===== src/hw/rtl/bcc_pkg.sv =====
// Shared types, command encodings and constants for the balance cascade controller.
package bcc_pkg;

  localparam int GAIN_W    = 16;
  localparam int CFG_IDX_W = 3;
  localparam int PSUM_W    = 20;
  localparam int FILT_W    = 28;
  localparam int TERM_W    = 32;
  localparam int CMD_W     = 3;

  localparam int SET_SPEED   = 40;
  localparam int SET_TURN    = 50;
  localparam int INTEG_LIMIT = 3000;

  localparam logic [7:0] DUTY_MAX = 8'd255;

  localparam logic [CFG_IDX_W-1:0] REG_BAL_P = 3'd0;
  localparam logic [CFG_IDX_W-1:0] REG_BAL_D = 3'd1;
  localparam logic [CFG_IDX_W-1:0] REG_SPD_P = 3'd2;
  localparam logic [CFG_IDX_W-1:0] REG_SPD_I = 3'd3;
  localparam logic [CFG_IDX_W-1:0] REG_TURN  = 3'd4;

  localparam logic [GAIN_W-1:0] BAL_P_RST = 16'd14080;
  localparam logic [GAIN_W-1:0] BAL_D_RST = 16'd192;
  localparam logic [GAIN_W-1:0] SPD_P_RST = 16'd2560;
  localparam logic [GAIN_W-1:0] SPD_I_RST = 16'd67;
  localparam logic [GAIN_W-1:0] TURN_RST  = 16'd640;

  localparam logic [CMD_W-1:0] CMD_STOP  = 3'd0;
  localparam logic [CMD_W-1:0] CMD_FWD   = 3'd1;
  localparam logic [CMD_W-1:0] CMD_BACK  = 3'd2;
  localparam logic [CMD_W-1:0] CMD_LEFT  = 3'd3;
  localparam logic [CMD_W-1:0] CMD_RIGHT = 3'd4;

  typedef enum logic [2:0] {
    MUL_KP_ANGLE,
    MUL_KD_PITCH,
    MUL_A_FILT,
    MUL_B_SPEED,
    MUL_SP_FILT,
    MUL_SI_INTEG,
    MUL_KT_YAW
  } mul_sel_e;

  typedef enum logic [2:0] {
    WR_NONE,
    WR_BALANCE,
    WR_FILTERED,
    WR_INTEGRAL,
    WR_SPEED,
    WR_STEER,
    WR_DRIVE,
    WR_OUT
  } wr_sel_e;

  typedef struct packed {
    logic     load;
    logic     mul_en;
    mul_sel_e mul_sel;
    logic     acc_en;
    logic     acc_clr;
    logic     acc_shift;
    wr_sel_e  wr_sel;
  } cmd_t;

  typedef struct packed {
    logic run;
  } status_t;

endpackage


===== src/hw/rtl/balance_robot_cascade_control_unit.sv =====
// Top level of the cascaded balance, speed and steering controller for a two-wheeled robot.
//
//   channel  direction  handshake                 payload
//   in       input      in_valid_i / in_ready_o   tilt, rates, pulses, motion cmd, flags
//   out      output     out_valid_o / out_ready_i reverse bits and duties, left and right
//   cfg      input      cfg_we_i                  cfg_index_i, cfg_data_i (16 bit)
//
// An item takes longer with the speed loop than without it, since the single shared
// multiplier forms the products one at a time: each product is a multiply step followed
// by an accumulate step. The next item can be accepted in the cycle after the result is loaded.
// The result register holds one finished item; a stalled output holds the sequencer in
// its last step until the register frees. Reset loads the default gains and clears state.
module balance_robot_cascade_control_unit #(
  parameter int FRAC_BITS = 8
) (
  input  logic                          clk_i,
  input  logic                          rst_ni,
  input  logic                          in_valid_i,
  output logic                          in_ready_o,
  input  logic signed [15:0]            tilt_angle_i,
  input  logic signed [23:0]            pitch_rate_i,
  input  logic signed [23:0]            yaw_rate_i,
  input  logic [11:0]                   left_pulses_i,
  input  logic [11:0]                   right_pulses_i,
  input  logic [bcc_pkg::CMD_W-1:0]     motion_cmd_i,
  input  logic                          run_speed_loop_i,
  input  logic                          halt_i,
  output logic                          out_valid_o,
  input  logic                          out_ready_i,
  output logic                          left_reverse_o,
  output logic [7:0]                    left_duty_o,
  output logic                          right_reverse_o,
  output logic [7:0]                    right_duty_o,
  input  logic                          cfg_we_i,
  input  logic [bcc_pkg::CFG_IDX_W-1:0] cfg_index_i,
  input  logic [bcc_pkg::GAIN_W-1:0]    cfg_data_i
);

  bcc_pkg::cmd_t    cmd;
  bcc_pkg::status_t status;

  bcc_ctrl u_ctrl (
    .clk_i       (clk_i),
    .rst_ni      (rst_ni),
    .in_valid_i  (in_valid_i),
    .in_ready_o  (in_ready_o),
    .out_valid_o (out_valid_o),
    .out_ready_i (out_ready_i),
    .status_i    (status),
    .cmd_o       (cmd)
  );

  bcc_datapath #(
    .FRAC_BITS (FRAC_BITS)
  ) u_datapath (
    .clk_i            (clk_i),
    .rst_ni           (rst_ni),
    .cmd_i            (cmd),
    .status_o         (status),
    .cfg_we_i         (cfg_we_i),
    .cfg_index_i      (cfg_index_i),
    .cfg_data_i       (cfg_data_i),
    .tilt_angle_i     (tilt_angle_i),
    .pitch_rate_i     (pitch_rate_i),
    .yaw_rate_i       (yaw_rate_i),
    .left_pulses_i    (left_pulses_i),
    .right_pulses_i   (right_pulses_i),
    .motion_cmd_i     (motion_cmd_i),
    .run_speed_loop_i (run_speed_loop_i),
    .halt_i           (halt_i),
    .left_reverse_o   (left_reverse_o),
    .left_duty_o      (left_duty_o),
    .right_reverse_o  (right_reverse_o),
    .right_duty_o     (right_duty_o)
  );

  // one item in flight at a time
  a_one_in_flight: assert property (@(posedge clk_i) disable iff (!rst_ni)
    (in_valid_i && in_ready_o) |=> !in_ready_o)
    else $error("item accepted while another is in flight");

  // item capture only on an accepted handshake
  a_load_on_accept: assert property (@(posedge clk_i) disable iff (!rst_ni)
    cmd.load |-> (in_valid_i && in_ready_o))
    else $error("input captured without handshake");

  // a result load always presents the item
  a_out_after_load: assert property (@(posedge clk_i) disable iff (!rst_ni)
    (cmd.wr_sel == bcc_pkg::WR_OUT) |=> out_valid_o)
    else $error("result loaded but not presented");

  // the result register is never overwritten while an item still waits
  a_no_overwrite: assert property (@(posedge clk_i) disable iff (!rst_ni)
    (cmd.wr_sel == bcc_pkg::WR_OUT) |-> (!out_valid_o || out_ready_i))
    else $error("pending result overwritten");

endmodule


===== src/hw/rtl/bcc_ctrl.sv =====
// Sequencer that steps the shared multiply-accumulate datapath through one control tick.
module bcc_ctrl (
  input  logic             clk_i,
  input  logic             rst_ni,
  input  logic             in_valid_i,
  output logic             in_ready_o,
  output logic             out_valid_o,
  input  logic             out_ready_i,
  input  bcc_pkg::status_t status_i,
  output bcc_pkg::cmd_t    cmd_o
);

  typedef enum logic [4:0] {
    ST_IDLE,
    ST_M_KPA,
    ST_A_KPA,
    ST_M_KDP,
    ST_A_KDP,
    ST_M_AF,
    ST_A_AF,
    ST_M_BS,
    ST_A_BS,
    ST_W_FILT,
    ST_W_INTEG,
    ST_M_SPF,
    ST_A_SPF,
    ST_M_SIN,
    ST_A_SIN,
    ST_M_KTY,
    ST_A_KTY,
    ST_W_STEER,
    ST_W_DRIVE,
    ST_W_OUT
  } state_e;

  state_e        state_q, state_d;
  logic          out_valid_q, out_valid_d;
  logic          out_free;
  bcc_pkg::cmd_t cmd;

  assign out_free = !out_valid_q || out_ready_i;

  always_comb begin
    state_d       = state_q;
    out_valid_d   = out_valid_q && !out_ready_i;
    cmd.load      = 1'b0;
    cmd.mul_en    = 1'b0;
    cmd.mul_sel   = bcc_pkg::MUL_KP_ANGLE;
    cmd.acc_en    = 1'b0;
    cmd.acc_clr   = 1'b0;
    cmd.acc_shift = 1'b0;
    cmd.wr_sel    = bcc_pkg::WR_NONE;
    case (state_q)
      ST_IDLE: begin
        if (in_valid_i) begin
          cmd.load = 1'b1;
          state_d  = ST_M_KPA;
        end
      end
      ST_M_KPA: begin
        cmd.mul_en  = 1'b1;
        cmd.mul_sel = bcc_pkg::MUL_KP_ANGLE;
        state_d     = ST_A_KPA;
      end
      ST_A_KPA: begin
        cmd.acc_en  = 1'b1;
        cmd.acc_clr = 1'b1;
        state_d     = ST_M_KDP;
      end
      ST_M_KDP: begin
        cmd.mul_en  = 1'b1;
        cmd.mul_sel = bcc_pkg::MUL_KD_PITCH;
        state_d     = ST_A_KDP;
      end
      ST_A_KDP: begin
        cmd.acc_en = 1'b1;
        state_d    = status_i.run ? ST_M_AF : ST_M_KTY;
      end
      ST_M_AF: begin
        cmd.wr_sel  = bcc_pkg::WR_BALANCE;
        cmd.mul_en  = 1'b1;
        cmd.mul_sel = bcc_pkg::MUL_A_FILT;
        state_d     = ST_A_AF;
      end
      ST_A_AF: begin
        cmd.acc_en  = 1'b1;
        cmd.acc_clr = 1'b1;
        state_d     = ST_M_BS;
      end
      ST_M_BS: begin
        cmd.mul_en  = 1'b1;
        cmd.mul_sel = bcc_pkg::MUL_B_SPEED;
        state_d     = ST_A_BS;
      end
      ST_A_BS: begin
        cmd.acc_en    = 1'b1;
        cmd.acc_shift = 1'b1;
        state_d       = ST_W_FILT;
      end
      ST_W_FILT: begin
        cmd.wr_sel = bcc_pkg::WR_FILTERED;
        state_d    = ST_W_INTEG;
      end
      ST_W_INTEG: begin
        cmd.wr_sel = bcc_pkg::WR_INTEGRAL;
        state_d    = ST_M_SPF;
      end
      ST_M_SPF: begin
        cmd.mul_en  = 1'b1;
        cmd.mul_sel = bcc_pkg::MUL_SP_FILT;
        state_d     = ST_A_SPF;
      end
      ST_A_SPF: begin
        cmd.acc_en  = 1'b1;
        cmd.acc_clr = 1'b1;
        state_d     = ST_M_SIN;
      end
      ST_M_SIN: begin
        cmd.mul_en  = 1'b1;
        cmd.mul_sel = bcc_pkg::MUL_SI_INTEG;
        state_d     = ST_A_SIN;
      end
      ST_A_SIN: begin
        cmd.acc_en = 1'b1;
        state_d    = ST_M_KTY;
      end
      ST_M_KTY: begin
        cmd.wr_sel  = status_i.run ? bcc_pkg::WR_SPEED : bcc_pkg::WR_BALANCE;
        cmd.mul_en  = 1'b1;
        cmd.mul_sel = bcc_pkg::MUL_KT_YAW;
        state_d     = ST_A_KTY;
      end
      ST_A_KTY: begin
        cmd.acc_en  = 1'b1;
        cmd.acc_clr = 1'b1;
        state_d     = ST_W_STEER;
      end
      ST_W_STEER: begin
        cmd.wr_sel = bcc_pkg::WR_STEER;
        state_d    = ST_W_DRIVE;
      end
      ST_W_DRIVE: begin
        cmd.wr_sel = bcc_pkg::WR_DRIVE;
        state_d    = ST_W_OUT;
      end
      ST_W_OUT: begin
        if (out_free) begin
          cmd.wr_sel  = bcc_pkg::WR_OUT;
          out_valid_d = 1'b1;
          state_d     = ST_IDLE;
        end
      end
      default: begin
        state_d = ST_IDLE;
      end
    endcase
  end

  always_ff @(posedge clk_i or negedge rst_ni) begin
    if (!rst_ni) begin
      state_q     <= ST_IDLE;
      out_valid_q <= 1'b0;
    end else begin
      state_q     <= state_d;
      out_valid_q <= out_valid_d;
    end
  end

  assign in_ready_o  = (state_q == ST_IDLE);
  assign out_valid_o = out_valid_q;
  assign cmd_o       = cmd;

endmodule


===== src/hw/rtl/bcc_datapath.sv =====
// Gain registers, loop state, shared multiplier with accumulator, and drive output registers.
module bcc_datapath #(
  parameter int FRAC_BITS = 8
) (
  input  logic                                  clk_i,
  input  logic                                  rst_ni,
  input  bcc_pkg::cmd_t                         cmd_i,
  output bcc_pkg::status_t                      status_o,
  input  logic                                  cfg_we_i,
  input  logic [bcc_pkg::CFG_IDX_W-1:0]         cfg_index_i,
  input  logic [bcc_pkg::GAIN_W-1:0]            cfg_data_i,
  input  logic signed [15:0]                    tilt_angle_i,
  input  logic signed [23:0]                    pitch_rate_i,
  input  logic signed [23:0]                    yaw_rate_i,
  input  logic [11:0]                           left_pulses_i,
  input  logic [11:0]                           right_pulses_i,
  input  logic [bcc_pkg::CMD_W-1:0]             motion_cmd_i,
  input  logic                                  run_speed_loop_i,
  input  logic                                  halt_i,
  output logic                                  left_reverse_o,
  output logic [7:0]                            left_duty_o,
  output logic                                  right_reverse_o,
  output logic [7:0]                            right_duty_o
);

  localparam int INTEG_W = FRAC_BITS + 13;
  localparam int B_W     = (INTEG_W > bcc_pkg::FILT_W) ? INTEG_W : bcc_pkg::FILT_W;
  localparam int A_W     = bcc_pkg::GAIN_W + 1;
  localparam int P_W     = A_W + B_W;
  localparam int ACC_W   = P_W + FRAC_BITS;
  localparam int SH_W    = ACC_W - FRAC_BITS;
  localparam int D_W     = SH_W + 3;
  localparam int SUM_W   = B_W + 2;
  localparam int PS_W    = bcc_pkg::PSUM_W + 1;

  localparam int ONE_I      = 1 << FRAC_BITS;
  localparam int COEF_OLD_I = (7 * ONE_I + 5) / 10;
  localparam logic [bcc_pkg::GAIN_W-1:0] COEF_OLD = bcc_pkg::GAIN_W'(COEF_OLD_I);
  localparam logic [bcc_pkg::GAIN_W-1:0] COEF_NEW = bcc_pkg::GAIN_W'(ONE_I - COEF_OLD_I);

  localparam logic signed [24:0] PITCH_OFS = 25'(64'sd1 <<< FRAC_BITS);

  localparam logic signed [PS_W-1:0] PSUM_HI =
    PS_W'((64'sd1 <<< (bcc_pkg::PSUM_W - 1)) - 64'sd1);
  localparam logic signed [PS_W-1:0] PSUM_LO = -PSUM_HI - PS_W'(1);

  localparam logic signed [SH_W-1:0] FILT_HI =
    SH_W'((64'sd1 <<< (bcc_pkg::FILT_W - 1)) - 64'sd1);
  localparam logic signed [SH_W-1:0] FILT_LO = -FILT_HI - SH_W'(1);

  localparam logic signed [SH_W:0] TERM_HI =
    (SH_W + 1)'((64'sd1 <<< (bcc_pkg::TERM_W - 1)) - 64'sd1);
  localparam logic signed [SH_W:0] TERM_LO = -TERM_HI - (SH_W + 1)'(1);

  localparam logic signed [SUM_W-1:0] ILIM =
    SUM_W'(64'(bcc_pkg::INTEG_LIMIT) <<< FRAC_BITS);
  localparam logic signed [SUM_W-1:0] SPEED_Q =
    SUM_W'(64'(bcc_pkg::SET_SPEED) <<< FRAC_BITS);
  localparam logic signed [SH_W:0] TURN_Q =
    (SH_W + 1)'(64'(bcc_pkg::SET_TURN) <<< FRAC_BITS);

  // gains
  logic [bcc_pkg::GAIN_W-1:0] bal_p_q, bal_d_q, spd_p_q, spd_i_q, turn_q;

  // captured item
  logic signed [15:0]        angle_q;
  logic signed [24:0]        pitch1_q;
  logic signed [23:0]        yaw_q;
  logic [bcc_pkg::CMD_W-1:0] mcmd_q;
  logic                      run_q, halt_q;

  // loop state
  logic signed [bcc_pkg::PSUM_W-1:0] lsum_q, rsum_q, lsum_d, rsum_d;
  logic                              lneg_q, rneg_q;
  logic signed [bcc_pkg::FILT_W-1:0] filt_q;
  logic signed [INTEG_W-1:0]         integ_q;
  logic signed [bcc_pkg::TERM_W-1:0] term_q;

  // working registers
  logic signed [PS_W-1:0]  ptot_q;
  logic signed [P_W-1:0]   p_q;
  logic signed [ACC_W-1:0] acc_q, acc_d;
  logic signed [SH_W-1:0]  bal_q;
  logic signed [SH_W:0]    steer_q;
  logic signed [D_W-1:0]   ldrv_q, rdrv_q;
  logic                    lrev_q, rrev_q;
  logic [7:0]              lduty_q, rduty_q;

  logic signed [PS_W-1:0]     lp_s, rp_s, lnext, rnext;
  logic [bcc_pkg::GAIN_W-1:0] mul_a;
  logic signed [A_W-1:0]      mul_a_s;
  logic signed [B_W-1:0]      mul_b;
  logic signed [ACC_W-1:0]    p_ext, addend;
  logic signed [SH_W-1:0]     sh;
  logic signed [SH_W:0]       neg_sh;
  logic signed [bcc_pkg::FILT_W-1:0] filt_new;
  logic signed [bcc_pkg::TERM_W-1:0] term_new;
  logic signed [SUM_W-1:0]    set_speed, isum;
  logic signed [INTEG_W-1:0]  integ_new;
  logic signed [SH_W:0]       set_turn;
  logic [D_W-1:0]             lmag, rmag, lint, rint;
  logic [7:0]                 lduty_new, rduty_new;

  // pulse accumulation, signed by the previous drive direction
  always_comb begin
    lp_s  = PS_W'(signed'({1'b0, left_pulses_i}));
    rp_s  = PS_W'(signed'({1'b0, right_pulses_i}));
    lnext = PS_W'(lsum_q) + (lneg_q ? -lp_s : lp_s);
    rnext = PS_W'(rsum_q) + (rneg_q ? -rp_s : rp_s);
    if (lnext > PSUM_HI) begin
      lsum_d = bcc_pkg::PSUM_W'(PSUM_HI);
    end else if (lnext < PSUM_LO) begin
      lsum_d = bcc_pkg::PSUM_W'(PSUM_LO);
    end else begin
      lsum_d = bcc_pkg::PSUM_W'(lnext);
    end
    if (rnext > PSUM_HI) begin
      rsum_d = bcc_pkg::PSUM_W'(PSUM_HI);
    end else if (rnext < PSUM_LO) begin
      rsum_d = bcc_pkg::PSUM_W'(PSUM_LO);
    end else begin
      rsum_d = bcc_pkg::PSUM_W'(rnext);
    end
  end

  // multiplier operand select
  always_comb begin
    case (cmd_i.mul_sel)
      bcc_pkg::MUL_KP_ANGLE: begin
        mul_a = bal_p_q;
        mul_b = B_W'(angle_q);
      end
      bcc_pkg::MUL_KD_PITCH: begin
        mul_a = bal_d_q;
        mul_b = B_W'(pitch1_q);
      end
      bcc_pkg::MUL_A_FILT: begin
        mul_a = COEF_OLD;
        mul_b = B_W'(filt_q);
      end
      bcc_pkg::MUL_B_SPEED: begin
        mul_a = COEF_NEW;
        mul_b = B_W'(ptot_q);
      end
      bcc_pkg::MUL_SP_FILT: begin
        mul_a = spd_p_q;
        mul_b = B_W'(filt_q);
      end
      bcc_pkg::MUL_SI_INTEG: begin
        mul_a = spd_i_q;
        mul_b = B_W'(integ_q);
      end
      bcc_pkg::MUL_KT_YAW: begin
        mul_a = turn_q;
        mul_b = B_W'(yaw_q);
      end
      default: begin
        mul_a = '0;
        mul_b = '0;
      end
    endcase
  end

  assign mul_a_s = signed'({1'b0, mul_a});

  // accumulate; speed sample is (L+R)*2^(F-1), the shift is applied after the product
  always_comb begin
    p_ext  = ACC_W'(p_q);
    addend = cmd_i.acc_shift ? (p_ext <<< (FRAC_BITS - 1)) : p_ext;
    acc_d  = (cmd_i.acc_clr ? '0 : acc_q) + addend;
  end

  assign sh     = SH_W'(acc_q >>> FRAC_BITS);
  assign neg_sh = -((SH_W + 1)'(sh));

  always_comb begin
    if (sh > FILT_HI) begin
      filt_new = bcc_pkg::FILT_W'(FILT_HI);
    end else if (sh < FILT_LO) begin
      filt_new = bcc_pkg::FILT_W'(FILT_LO);
    end else begin
      filt_new = bcc_pkg::FILT_W'(sh);
    end
    if (neg_sh > TERM_HI) begin
      term_new = bcc_pkg::TERM_W'(TERM_HI);
    end else if (neg_sh < TERM_LO) begin
      term_new = bcc_pkg::TERM_W'(TERM_LO);
    end else begin
      term_new = bcc_pkg::TERM_W'(neg_sh);
    end
  end

  // setpoints
  always_comb begin
    set_speed = '0;
    set_turn  = '0;
    case (mcmd_q)
      bcc_pkg::CMD_FWD:   set_speed = SPEED_Q;
      bcc_pkg::CMD_BACK:  set_speed = -SPEED_Q;
      bcc_pkg::CMD_LEFT:  set_turn  = TURN_Q;
      bcc_pkg::CMD_RIGHT: set_turn  = -TURN_Q;
      default: begin
        set_speed = '0;
        set_turn  = '0;
      end
    endcase
  end

  always_comb begin
    isum = SUM_W'(integ_q) + SUM_W'(filt_q) - set_speed;
    if (isum > ILIM) begin
      integ_new = INTEG_W'(ILIM);
    end else if (isum < -ILIM) begin
      integ_new = INTEG_W'(-ILIM);
    end else begin
      integ_new = INTEG_W'(isum);
    end
  end

  // duty: magnitude with fraction dropped, clamped to full scale
  always_comb begin
    lmag      = ldrv_q[D_W-1] ? D_W'(-ldrv_q) : D_W'(ldrv_q);
    rmag      = rdrv_q[D_W-1] ? D_W'(-rdrv_q) : D_W'(rdrv_q);
    lint      = lmag >> FRAC_BITS;
    rint      = rmag >> FRAC_BITS;
    lduty_new = (lint > D_W'(bcc_pkg::DUTY_MAX)) ? bcc_pkg::DUTY_MAX : lint[7:0];
    rduty_new = (rint > D_W'(bcc_pkg::DUTY_MAX)) ? bcc_pkg::DUTY_MAX : rint[7:0];
  end

  always_ff @(posedge clk_i or negedge rst_ni) begin
    if (!rst_ni) begin
      bal_p_q <= bcc_pkg::BAL_P_RST;
      bal_d_q <= bcc_pkg::BAL_D_RST;
      spd_p_q <= bcc_pkg::SPD_P_RST;
      spd_i_q <= bcc_pkg::SPD_I_RST;
      turn_q  <= bcc_pkg::TURN_RST;
      lsum_q  <= '0;
      rsum_q  <= '0;
      lneg_q  <= 1'b0;
      rneg_q  <= 1'b0;
      filt_q  <= '0;
      integ_q <= '0;
      term_q  <= '0;
    end else begin
      if (cfg_we_i) begin
        case (cfg_index_i)
          bcc_pkg::REG_BAL_P: bal_p_q <= cfg_data_i;
          bcc_pkg::REG_BAL_D: bal_d_q <= cfg_data_i;
          bcc_pkg::REG_SPD_P: spd_p_q <= cfg_data_i;
          bcc_pkg::REG_SPD_I: spd_i_q <= cfg_data_i;
          bcc_pkg::REG_TURN:  turn_q  <= cfg_data_i;
          default: ;
        endcase
      end
      if (cmd_i.load) begin
        lsum_q <= lsum_d;
        rsum_q <= rsum_d;
      end
      case (cmd_i.wr_sel)
        bcc_pkg::WR_FILTERED: begin
          filt_q <= filt_new;
          lsum_q <= '0;
          rsum_q <= '0;
        end
        bcc_pkg::WR_INTEGRAL: integ_q <= integ_new;
        bcc_pkg::WR_SPEED:    term_q  <= term_new;
        bcc_pkg::WR_OUT: begin
          lneg_q <= ldrv_q[D_W-1];
          rneg_q <= rdrv_q[D_W-1];
        end
        default: ;
      endcase
    end
  end

  always_ff @(posedge clk_i) begin
    ptot_q <= PS_W'(lsum_q) + PS_W'(rsum_q);
    if (cmd_i.load) begin
      angle_q  <= tilt_angle_i;
      pitch1_q <= 25'(pitch_rate_i) + PITCH_OFS;
      yaw_q    <= yaw_rate_i;
      mcmd_q   <= motion_cmd_i;
      run_q    <= run_speed_loop_i;
      halt_q   <= halt_i;
    end
    if (cmd_i.mul_en) begin
      p_q <= P_W'(mul_a_s) * P_W'(mul_b);
    end
    if (cmd_i.acc_en) begin
      acc_q <= acc_d;
    end
    case (cmd_i.wr_sel)
      bcc_pkg::WR_BALANCE: bal_q   <= sh;
      bcc_pkg::WR_STEER:   steer_q <= set_turn + (SH_W + 1)'(sh);
      bcc_pkg::WR_DRIVE: begin
        ldrv_q <= D_W'(bal_q) - D_W'(term_q) - D_W'(steer_q);
        rdrv_q <= D_W'(bal_q) - D_W'(term_q) + D_W'(steer_q);
      end
      bcc_pkg::WR_OUT: begin
        lrev_q  <= ldrv_q[D_W-1];
        rrev_q  <= rdrv_q[D_W-1];
        lduty_q <= halt_q ? 8'd0 : lduty_new;
        rduty_q <= halt_q ? 8'd0 : rduty_new;
      end
      default: ;
    endcase
  end

  assign status_o.run    = run_q;
  assign left_reverse_o  = lrev_q;
  assign left_duty_o     = lduty_q;
  assign right_reverse_o = rrev_q;
  assign right_duty_o    = rduty_q;

endmodule


===== config.mk =====
export PLATFORM = sky130hd
export DESIGN_NAME = balance_robot_cascade_control_unit
export DESIGN_NICKNAME = d
export VERILOG_FILES = /design/src/hw/rtl/bcc_pkg.sv /design/src/hw/rtl/balance_robot_cascade_control_unit.sv /design/src/hw/rtl/bcc_ctrl.sv /design/src/hw/rtl/bcc_datapath.sv
export SDC_FILE = /design/constraint.sdc
export NUM_CORES = 2
export LEC_CHECK = 0
export BUFFER_PORTS_ARGS = -buffer_cell sky130_fd_sc_hd__buf_4
export CAP_MARGIN = 40
export CORE_AREA = 2 2 345 347
export DETAILED_ROUTE_END_ITERATION = 8
export DIE_AREA = 0 0 347 349
export PLACE_DENSITY = 0.76
export SYNTH_ARGS = -nofsm -noshare
export SYNTH_HDL_FRONTEND = slang
export SYNTH_SLANG_ARGS = --single-unit

===== constraint.sdc =====
create_clock -name clk_i -period 10.1 [get_ports clk_i]
set_input_delay 3.03 -clock clk_i [delete_from_list [all_inputs] [get_ports clk_i]]
set_output_delay 3.03 -clock clk_i [all_outputs]
set_load 0.02 [all_outputs]

==> results.json <==
{
  "status": "finished clean",
  "antenna_found_initial": 3,
  "vias": 47200,
  "drive_gt1_share_pct": 7.85,
  "via_per_inst": 5.88,
  "maxCapViolCount": 0,
  "cts_buffers": 69,
  "die_x_um": 347,
  "required_ns": 10.47,
  "htree_levels": 3,
  "post_cts_buffers": 0,
  "fin_hold_ws_ns": 0.508,
  "instances_no_fill": 8018,
  "synth_edf_count": 370,
  "cts_tree": "yes",
  "cp_common_cell": "fa_1",
  "setup.worst_path.start_class": "flop",
  "synthCells": 6367,
  "syn-mean-instance-area_um2": 9.14,
  "drc_errors": 0,
  "holdCritPathClass": "flop to flop",
  "grt-ovfl-total": 0,
  "final_max_slew_viol_count": 0,
  "grt_pass1_wl_um": 255000,
  "cts_repair_resize_count": 0,
  "final_cell_mix": "764 x inv_1, 668 x nand2_1, 551 x nor2_1",
  "wl_per_cell_um": 20.0,
  "synth_warnings": 0,
  "ys_seq_area_share_pct": 28.8,
  "layout_commonest_cell": "inv_1",
  "crit_arrival_ns": 9.91,
  "whs_path_depth": 1,
  "track_usage_pct": 26.3,
  "grt_max_degree": 82,
  "fin_skew_ns": 0.0508,
  "synth.top_cell.area_share_pct": 19.1,
  "max_slew_margin_pct": 32.1,
  "hold_viol": 0,
  "fin_crit_sh_pct": 94.4,
  "critPathTopFamily": "adder cells",
  "nFillCells": 10400,
  "crit_cells": 29,
  "synth_area_um2": 58200,
  "area_growth_pct": 9.06,
  "path_max_fanout": 17,
  "cts_num_sinks": 600,
  "post-route-min-period_ns": 9.54,
  "netlist_top_cells_area": "edfxtp_1 19%, fa_1 15%, ha_1 9.6%",
  "synth_nets": 7372,
  "cts.clk_slew.worst_paths_ns": 0.06,
  "synthArstFlopShare_pct": 34.8,
  "layout.nets": 7433,
  "synth_top_area_cell": "edfxtp_1",
  "placed_cells": 7892,
  "drtPass1Iterations": 6,
  "ios": 137,
  "worstSkewPairLatency_ns": 0.65,
  "ys_types": 100,
  "finalSetupTns_ns": 0,
  "fp.dieArea_um2": 121000,
  "drt_iter0_drc": 4343,
  "cp_num_buf_inv": 5,
  "finalSetupViolCount": 0,
  "final_antenna_net_count": 0,
  "ys_ff_latch": 600,
  "clock.fmax_ghz": 0.105,
  "rsz0062_at_grt": "no",
  "antenna_cells": 0,
  "grt_pass1_vias": 46600,
  "rows": 126,
  "critPathSlowestCell": "dfrtp_1",
  "io_buffer_count": 136,
  "crit_type": "flop to flop",
  "worstRegToRegCells": 29,
  "cts_root_buf": "clkbuf_16",
  "die_y_um": 349,
  "gp_congestion": 1.01,
  "max_stage_delay_ns": 0.64,
  "cts-hold-fix-buffers": 0,
  "worst_pin_slew_ns": 1.01,
  "dp_hpwl_um": 127000,
  "end_kind": "flop",
  "start_util_pct": 49.6,
  "core_um2": 117000,
  "synth_flop_cell": "edfxtp_1",
  "cts.path.max_buffers": 3,
  "wirelength_um": 161000
}
[state kept, by name (all words and copies together) (netlist names), 21 cells and up]
register             flops
u_datapath.acc_q        53
u_datapath.rdrv_q       47
u_datapath.ldrv_q       46
u_datapath.steer_q      46
u_datapath.bal_q        45
u_datapath.p_q          45
u_datapath.term_q       32
u_datapath.filt_q       28
u_datapath.pitch1_q     25
u_datapath.yaw_q        24
u_datapath.integ_q      21
u_datapath.ptot_q       21
[area by class of cell]
type                            instances  area (um^2)  share of cell area, %
Timing Repair Buffer                  230         1790                   2.82
Tap cell                             1536         1920                   3.03
Multi-Input combinational cell       4761        37700                   59.4
Inverter                              766         2880                   4.53
Clock buffer                           95         1960                   3.09
Sequential cell                       600        16800                   26.4
Clock inverter                         30          432                  0.680
[metal layers]
| layer | part of all wire [%] | vias to the layer above | global-route usage [%] |
|---|---|---|---|
| met2 | 45 | 1808 | 42.2 |
| li1 | - | 22100 | - |
| met5 | 0 | - | 0 |
| met1 | 42 | 23000 | 34.9 |
| met3 | 8.9 | 304 | 5.96 |
| met4 | 4.0 | 0 | 9.57 |
[worst reg2reg max path, delay by kind of cell, from the launching register on]
kind,cells,cell delay (ns)
AOI/OAI and AO/OA,5,1.56
adders and majority gates,7,3.50
xor gates and xnor gates,1,0.10
DFF,1,0.64
buffers and inverters,5,0.76
and+or+nand+nor,11,2.69
[synthesized netlist by cell type, types with 151 or more instances]
| library cell | number |
|---|---|
| edfxtp_1 | 370 |
| a21oi_1 | 397 |
| inv_1 | 764 |
| xnor2_1 | 284 |
| nor2_1 | 562 |
| clkbuf_1 | 219 |
| dfrtp_1 | 195 |
| a21o_1 | 151 |
| fa_1 | 443 |
| nand2_1 | 668 |
| o21ai_0 | 257 |
| ha_1 | 445 |
[metrics by stage]
stage / setup WS, ns / util [%] / cell area, um^2
after CTS: 0.656 / 54.0 / 63500
after global placement: 0.804 / 51.9 / 60900
final: 0.563 / 54.0 / 63500
after floorplan: 1.43 / - / 58200
after global routing: 0.0351 / 54.0 / 63500
after detailed placement: 0.708 / 52.0 / 61100
[cells by family after synthesis]
| logic type | synth area share, % |
|---|---|
| buffers and inverters | 6.58 |
| AND/OR/NAND/NOR | 15.2 |
| AO/OA/AOI/OAI | 16.6 |
| adder cells (fa/ha/maj) | 24.9 |
| XOR/XNOR | 6.16 |
| flip-flops | 28.8 |
| multiplexers | 1.80 |
[path summary, 6_finish.rpt]
check / end / slack, ns / startpoint
min in group asynchronous: u_datapath.bal_d_q[3]$_DFFE_PN0P_ / 2.32 / rst_ni
max in group asynchronous: u_datapath.term_q[29]$_DFFE_PN0N_ / 6.43 / rst_ni
setup / recovery: u_datapath.p_q[44]$_DFFE_PN_ / 0.56 / u_ctrl.state_q[0]$_DFFE_PN0P_
setup reg to reg: u_datapath.p_q[44]$_DFFE_PN_ / 0.56 / u_ctrl.state_q[0]$_DFFE_PN0P_
hold reg to reg: u_datapath.spd_p_q[5]$_DFFE_PN0P_ / 0.51 / u_datapath.spd_p_q[5]$_DFFE_PN0P_
hold / removal: u_datapath.spd_p_q[5]$_DFFE_PN0P_ / 0.51 / u_datapath.spd_p_q[5]$_DFFE_PN0P_
Power is left out: the tool's default activity adds up to more than one toggle a clock period on the data nets, which glitch-free logic cannot reach.
